## src/design/yuv2rgb_pkg.sv

```systemverilog
// Types, constants and arithmetic helpers for the YUYV to RGB converter.
// No dependencies; every other design file except assert_macros.svh imports this package.
package yuv2rgb_pkg;

   // Conversion coefficients, unsigned with 16 fraction bits.
   localparam logic [16:0] CoefRedV   = 17'd89831;
   localparam logic [16:0] CoefGreenV = 17'd45744;
   localparam logic [16:0] CoefGreenU = 17'd22127;
   localparam logic [16:0] CoefBlueU  = 17'd113538;

   localparam logic [8:0] ChromaOffset = 9'd128;
   localparam logic [8:0] GainReset    = 9'd220;

   // Widths of a chroma product and of a channel sum, both signed.
   localparam int ProdWidth = 27;
   localparam int SumWidth  = 28;

   typedef struct packed {
      logic [7:0] luma_first;
      logic [7:0] chroma_blue;
      logic [7:0] luma_second;
      logic [7:0] chroma_red;
      logic       end_of_frame;
   } req_data_type;

   typedef struct packed {
      logic [7:0] red_first;
      logic [7:0] green_first;
      logic [7:0] blue_first;
      logic [7:0] red_second;
      logic [7:0] green_second;
      logic [7:0] blue_second;
      logic       end_of_frame_out;
   } rsp_data_type;

   typedef struct packed {
      logic signed [ProdWidth-1:0] red_v;
      logic signed [ProdWidth-1:0] green_v;
      logic signed [ProdWidth-1:0] green_u;
      logic signed [ProdWidth-1:0] blue_u;
   } products_type;

   typedef struct packed {
      logic [7:0]   luma_first;
      logic [7:0]   luma_second;
      logic         end_of_frame;
      products_type products;
   } chroma_stage_type;

   typedef struct packed {
      logic [7:0] red;
      logic [7:0] green;
      logic [7:0] blue;
   } pixel_type;

   typedef struct packed {
      logic sum_load;
      logic gain_load;
   } lane_ctrl_type;

   // Truncate a 16-fraction-bit sum to its integer part and clamp to 0..255.
   function automatic logic [7:0] clamp_channel(input logic signed [SumWidth-1:0] sum);
      logic [7:0] result;
      if (sum[SumWidth-1]) begin
         result = 8'd0;
      end else if (|sum[SumWidth-2:24]) begin
         result = 8'hFF;
      end else begin
         result = sum[23:16];
      end
      return result;
   endfunction

   // Channel times gain over 256, floored, saturated at 255.
   function automatic logic [7:0] apply_gain(input logic [7:0] channel,
                                             input logic [8:0] gain);
      logic [16:0] product;
      logic [8:0]  scaled;
      logic [7:0]  result;
      product = {9'd0, channel} * {8'd0, gain};
      scaled  = product[16:8];
      result  = scaled[8] ? 8'hFF : scaled[7:0];
      return result;
   endfunction

endpackage

```

## src/design/yuv2rgb_chroma.sv

```systemverilog
// Shared chroma stage: the four coefficient products, registered with the lumas.
// Depends on yuv2rgb_pkg.
module yuv2rgb_chroma
   import yuv2rgb_pkg::*;
(
   input  logic             clock,
   input  logic             load,
   input  req_data_type     req_data,
   output chroma_stage_type stage_ff
);

   logic signed [8:0] delta_u;
   logic signed [8:0] delta_v;
   chroma_stage_type  stage_in;

   always_comb begin
      delta_u = $signed({1'b0, req_data.chroma_blue}) - $signed(ChromaOffset);
      delta_v = $signed({1'b0, req_data.chroma_red}) - $signed(ChromaOffset);

      stage_in.luma_first       = req_data.luma_first;
      stage_in.luma_second      = req_data.luma_second;
      stage_in.end_of_frame     = req_data.end_of_frame;
      stage_in.products.red_v   = ProdWidth'($signed({1'b0, CoefRedV}) * delta_v);
      stage_in.products.green_v = ProdWidth'($signed({1'b0, CoefGreenV}) * delta_v);
      stage_in.products.green_u = ProdWidth'($signed({1'b0, CoefGreenU}) * delta_u);
      stage_in.products.blue_u  = ProdWidth'($signed({1'b0, CoefBlueU}) * delta_u);
   end

   always_ff @(posedge clock) begin
      if (load) begin
         stage_ff <= stage_in;
      end
   end

endmodule

```

## src/design/yuv2rgb_lane.sv

```systemverilog
// One pixel lane: channel sums with clamp, then the gain multiply.
// Depends on yuv2rgb_pkg.
module yuv2rgb_lane
   import yuv2rgb_pkg::*;
(
   input  logic          clock,
   input  lane_ctrl_type ctrl,
   input  logic [7:0]    luma,
   input  products_type  products,
   input  logic [8:0]    gain,
   output pixel_type     pixel_ff
);

   logic signed [SumWidth-1:0] base;
   logic signed [SumWidth-1:0] sum_red;
   logic signed [SumWidth-1:0] sum_green;
   logic signed [SumWidth-1:0] sum_blue;
   pixel_type                  clamp_in;
   pixel_type                  clamp_ff;
   pixel_type                  pixel_in;

   always_comb begin
      base      = SumWidth'($signed({1'b0, luma, 16'd0}));
      sum_red   = base + SumWidth'(products.red_v);
      sum_green = base - SumWidth'(products.green_v) - SumWidth'(products.green_u);
      sum_blue  = base + SumWidth'(products.blue_u);

      clamp_in.red   = clamp_channel(sum_red);
      clamp_in.green = clamp_channel(sum_green);
      clamp_in.blue  = clamp_channel(sum_blue);

      pixel_in.red   = apply_gain(clamp_ff.red, gain);
      pixel_in.green = apply_gain(clamp_ff.green, gain);
      pixel_in.blue  = apply_gain(clamp_ff.blue, gain);
   end

   always_ff @(posedge clock) begin
      if (ctrl.sum_load) begin
         clamp_ff <= clamp_in;
      end
      if (ctrl.gain_load) begin
         pixel_ff <= pixel_in;
      end
   end

endmodule

```

## src/design/yuv2rgb_merge.sv

```systemverilog
// Output register: joins both lanes and the frame-end flag into one response.
// Depends on yuv2rgb_pkg.
module yuv2rgb_merge
   import yuv2rgb_pkg::*;
(
   input  logic         clock,
   input  logic         load,
   input  pixel_type    pixel_first,
   input  pixel_type    pixel_second,
   input  logic         end_of_frame,
   output rsp_data_type rsp_data_ff
);

   rsp_data_type rsp_data_in;

   always_comb begin
      rsp_data_in.red_first        = pixel_first.red;
      rsp_data_in.green_first      = pixel_first.green;
      rsp_data_in.blue_first       = pixel_first.blue;
      rsp_data_in.red_second       = pixel_second.red;
      rsp_data_in.green_second     = pixel_second.green;
      rsp_data_in.blue_second      = pixel_second.blue;
      rsp_data_in.end_of_frame_out = end_of_frame;
   end

   always_ff @(posedge clock) begin
      if (load) begin
         rsp_data_ff <= rsp_data_in;
      end
   end

endmodule

```

## src/design/yuyv_to_rgb_converter.sv

```systemverilog
// Top level of the YUYV 4:2:2 to RGB888 converter.
// Depends on yuv2rgb_pkg, yuv2rgb_chroma, yuv2rgb_lane and yuv2rgb_merge.
//
//   Channel  Ports                             Moves
//   req      req_valid, req_stall, req_data    one YUYV word and frame-end flag
//   rsp      rsp_valid, rsp_stall, rsp_data    two RGB pixels and frame-end flag
//   csr      csr_write_enable, csr_write_data  output gain, 9 bits
//
// A transaction accepted at one edge moves through the chroma products, the per-lane sum
// and clamp and the gain multiply into the output register, which holds its response until
// the receiver takes it. One transaction is accepted per cycle unless a stalled response
// backs up the pipeline; the split of the arithmetic sets the depth.
// Reset is synchronous; it empties the pipeline and loads the gain with 220.
// Stalls ripple back only through full stages, so input keeps flowing into
// empty stages while a finished response waits on rsp_stall.
module yuyv_to_rgb_converter
   import yuv2rgb_pkg::*;
(
   input  logic         clock,
   input  logic         reset,
   input  logic         req_valid,
   output logic         req_stall,
   input  req_data_type req_data,
   output logic         rsp_valid,
   input  logic         rsp_stall,
   output rsp_data_type rsp_data,
   input  logic         csr_write_enable,
   input  logic [8:0]   csr_write_data
);

   // Gain register; the user must write it only while the block is idle, which the block does not enforce.
   logic [8:0] gain_ff;
   logic [8:0] gain_in;

   // Occupancy of the chroma, sum, gain and output stages.
   logic chroma_valid_ff;
   logic chroma_valid_in;
   logic sum_valid_ff;
   logic sum_valid_in;
   logic gain_valid_ff;
   logic gain_valid_in;
   logic out_valid_ff;
   logic out_valid_in;

   // A stage may load when it is empty or when the stage after it moves on.
   logic out_ready;
   logic gain_ready;
   logic sum_ready;
   logic chroma_ready;

   // The frame-end flag rides alongside the lane stages.
   logic sum_eof_ff;
   logic gain_eof_ff;

   chroma_stage_type chroma_stage;
   lane_ctrl_type    lane_ctrl;
   pixel_type        pixel_first;
   pixel_type        pixel_second;

   always_comb begin
      out_ready    = !out_valid_ff || !rsp_stall;
      gain_ready   = !gain_valid_ff || out_ready;
      sum_ready    = !sum_valid_ff || gain_ready;
      chroma_ready = !chroma_valid_ff || sum_ready;

      chroma_valid_in = chroma_ready ? req_valid : chroma_valid_ff;
      sum_valid_in    = sum_ready ? chroma_valid_ff : sum_valid_ff;
      gain_valid_in   = gain_ready ? sum_valid_ff : gain_valid_ff;
      out_valid_in    = out_ready ? gain_valid_ff : out_valid_ff;

      gain_in = csr_write_enable ? csr_write_data : gain_ff;

      // Payload registers only load when real data moves into them.
      lane_ctrl.sum_load  = sum_ready && chroma_valid_ff;
      lane_ctrl.gain_load = gain_ready && sum_valid_ff;
   end

   always_ff @(posedge clock) begin
      if (reset) begin
         gain_ff         <= GainReset;
         chroma_valid_ff <= 1'b0;
         sum_valid_ff    <= 1'b0;
         gain_valid_ff   <= 1'b0;
         out_valid_ff    <= 1'b0;
      end else begin
         gain_ff         <= gain_in;
         chroma_valid_ff <= chroma_valid_in;
         sum_valid_ff    <= sum_valid_in;
         gain_valid_ff   <= gain_valid_in;
         out_valid_ff    <= out_valid_in;
      end
   end

   always_ff @(posedge clock) begin
      if (lane_ctrl.sum_load) begin
         sum_eof_ff <= chroma_stage.end_of_frame;
      end
      if (lane_ctrl.gain_load) begin
         gain_eof_ff <= sum_eof_ff;
      end
   end

   // The chroma differences and their products are shared by both pixels.
   yuv2rgb_chroma u_chroma (
      .clock    (clock),
      .load     (chroma_ready && req_valid),
      .req_data (req_data),
      .stage_ff (chroma_stage)
   );

   // One lane per pixel of the transaction.
   yuv2rgb_lane u_lane_first (
      .clock    (clock),
      .ctrl     (lane_ctrl),
      .luma     (chroma_stage.luma_first),
      .products (chroma_stage.products),
      .gain     (gain_ff),
      .pixel_ff (pixel_first)
   );

   yuv2rgb_lane u_lane_second (
      .clock    (clock),
      .ctrl     (lane_ctrl),
      .luma     (chroma_stage.luma_second),
      .products (chroma_stage.products),
      .gain     (gain_ff),
      .pixel_ff (pixel_second)
   );

   yuv2rgb_merge u_merge (
      .clock        (clock),
      .load         (out_ready && gain_valid_ff),
      .pixel_first  (pixel_first),
      .pixel_second (pixel_second),
      .end_of_frame (gain_eof_ff),
      .rsp_data_ff  (rsp_data)
   );

   assign req_stall = !chroma_ready;
   assign rsp_valid = out_valid_ff;

endmodule

```

## config.mk

```make
export PLATFORM = sky130hd
export DESIGN_NAME = yuyv_to_rgb_converter
export DESIGN_NICKNAME = d
export VERILOG_FILES = /design/src/design/yuv2rgb_pkg.sv /design/src/design/yuv2rgb_chroma.sv /design/src/design/yuv2rgb_lane.sv /design/src/design/yuv2rgb_merge.sv /design/src/design/yuyv_to_rgb_converter.sv
export SDC_FILE = /design/constraint.sdc
export NUM_CORES = 2
export LEC_CHECK = 0
export BUFFER_PORTS_ARGS = -buffer_cell sky130_fd_sc_hd__clkbuf_2
export CORE_MARGIN = 3
export CORE_UTILIZATION = 30
export DETAILED_ROUTE_END_ITERATION = 10
export PLACE_DENSITY_LB_ADDON = 0.1
export SLEW_MARGIN = 20
export SYNTH_ARGS = -nofsm -noshare
export SYNTH_HDL_FRONTEND = slang
export SYNTH_HIERARCHICAL = 1
export SYNTH_SLANG_ARGS = --single-unit
```

## constraint.sdc

```tcl
create_clock -name clock -period 6.52 [get_ports clock]
set_input_delay 1.304 -clock clock [delete_from_list [all_inputs] [get_ports clock]]
set_output_delay 1.304 -clock clock [all_outputs]
set_load 0.005 [all_outputs]
```

==> flow_summary.toml <==
[clock_tree]
cts-root-buf = "clkbuf_16"
cts_resized = 0
cts_tree = "built"
insertion_delay_ns = 0.59
cts_hold_buf = 0
cts_buffer_depth = 3
h-tree-depth = 2
cts_setup_buffers = 0
clkTransAtPathRegs_ns = 0.06
cts_buffers = 37
clock-sinks = 246

[final_layout]
final_cell_mix = "inv_1 (688), ha_1 (578), fa_1 (390)"
design_area_mm2 = 0.0383
areaGrowthSynthToFinish_pct = 10.8
instances_no_fill = 5100
drive_gt1_share_pct = 7.03
final_nets = 4588
final_common_cell = "inv_1"
finish.utilization_pct = 33.8

[sta]
worst_hold_slack_ns = 0.411
setup_viol = 0
rsz0062_at_grt = "false"
setup_tns_ns = 0
tightestPinTransition_ns = 0.972
timing.final.crit_period_ns = 5.75
drv_slew = 0
finalCritPeriodShare_pct = 88.2
fmax_mhz = 174
fin_worst_skew_ns = 0.0367
final_hold_viol_count = 0
relSlewSlack_pct = 35.1

[placement]
gp_congestion = 0.823
dp_hpwl_um = 70100
dpl-instance-area_mm2 = 0.0371
dp.cells = 5034
io_buffers = 97

[routing]
routed_wl_um = 85700
drcViolationCount = 0
antenna_left = 0
vias = 23200
initialDrtViolationCount = 813
viasPerCell = 4.55
wire_per_inst_um = 16.8
drt_first_pass_iters = 5

[synthesis]
ys_warn_count = 6
syn_area_per_cell_um2 = 10.0
netlist_area_mm2 = 0.0346
synthCells = 3447

[critical_path]
critical_path_class = "reg2reg"
critPathRequiredTime_ns = 6.85
cpMostUsedCell = "fa_1"
rr_endpoint = "u_lane_second/pixel_ff[20]"
arrival_ns = 6.08
r2r_cells = 18
cp-end-kind = "register"
cpPeakStageDelay_ns = 0.96
crit_fanout = 19
r2r_slack_ns = 0.77
crit_path_start_kind = "register"
critPathSlowestCell = "dfxtp_1"
path_cells = "buf_12 -> nand2_1 -> fa_1 -> fa_1 -> inv_1 -> fa_1 -> inv_1 -> fa_1 -> inv_1 -> ha_1 -> a21o_1 -> a221oi_1 -> nor2b_1 -> a311oi_1 -> o31ai_1 -> a21oi_1 -> xnor2_1 -> o21bai_1"
r2r_start = "gain_ff[3]"
startpoint = "gain_ff[3]"

[die]
placementRows = 123
ios = 98
die_w_um = 346
die_y_um = 346
core_mm2 = 0.113
fp.dieArea_mm2 = 0.119
start_util_pct = 30.5

[global_routing]
grt_pass1_wl_um = 139000
grtUsageTotal_pct = 14.6
grt_max_degree = 50
grt_pass1_vias = 24500
globalRoute.totalOverflow = 0
antenna_found_initial = 2

[worst_hold_path]
min_path_type = "reg2reg"
min_to = "u_merge/rsp_data_ff[11]"
hold_start = "u_lane_second/pixel_ff[10]"
hold_depth = 0

[power]
p_leak_nw = 18.8
powerDensity_mw_per_mm2 = 491
vdd_drop_max_v = 0.000191

[status]
status = "complete, no violations"

[flow_run]
cap_violations = 0
flip-flops by register name (all words and copies together) (netlist names):
signal,cells
u_merge/rsp_data_ff,49
u_chroma/stage_ff,86
gain_eof_ff,1
u_lane_second/pixel_ff,24
chroma_valid_ff,1
rsp_valid,1
gain_ff,9
u_lane_second/clamp_ff,24
u_lane_first/pixel_ff,24
sum_eof_ff,1
sum_valid_ff,1
gain_valid_ff,1
u_lane_first/clamp_ff,24
metal layers:
layer | vias up | wire, um | global-route usage, % | share of wire (%)
met5 | - | 0 | 0 | 0
met4 | 0 | 1840 | 3.36 | 2.2
met3 | 69 | 2210 | 1.88 | 2.6
met2 | 230 | 39900 | 24.4 | 47
met1 | 11300 | 41700 | 20.2 | 49
li1 | 11600 | - | - | -
how the worst max path moves through the flow:
stage          cells after the start                          to  slack [ns]
3_5_place_dp                      16       u_chroma/stage_ff[45]        0.36
4_1_cts                           18  u_lane_second/pixel_ff[22]        0.66
6_report                          18  u_lane_second/pixel_ff[20]        0.77
2_1_floorplan                     18       u_chroma/stage_ff[45]        0.43
5_1_grt                           18  u_lane_second/pixel_ff[16]        0.42
3_3_place_gp                      16       u_chroma/stage_ff[45]        0.39
layout make-up:
type / count / area [um^2]
Clock buffer: 40 / 937
Clock inverter: 25 / 272
Inverter: 688 / 2580
Timing Repair Buffer: 142 / 886
Multi-Input combinational cell: 2458 / 24500
Antenna cell: 1 / 2.50
Sequential cell: 246 / 7260
Tap cell: 1500 / 1880
Fill cell: 11700 / 75100
power by group:
part	internal, mW	switching, mW	leakage, nW
combinational	6.02	7.57	15.9
clock	1.24	0.798	0.589
sequential	2.77	0.414	2.30
metrics by stage:
| stage | total power [mW] | setup slack (ns) |
|---|---|---|
| after floorplan | 13.7 | 0.430 |
| after global placement | 17.1 | 0.393 |
| after detailed placement | 17.0 | 0.356 |
| after CTS | 19.3 | 0.657 |
| after global routing | 21.3 | 0.424 |
| final | 18.8 | 0.772 |
worst max-delay path: cells and delay by family (launching register included):
family          cells  cell delay, ns
fa+ha+maj           5            2.29
flops               1            0.96
buf+inv             4            0.40
xor+xnor            1            0.17
simple gates        2            0.19
compound gates      6            1.48
(Power assumes the default switching activity.)
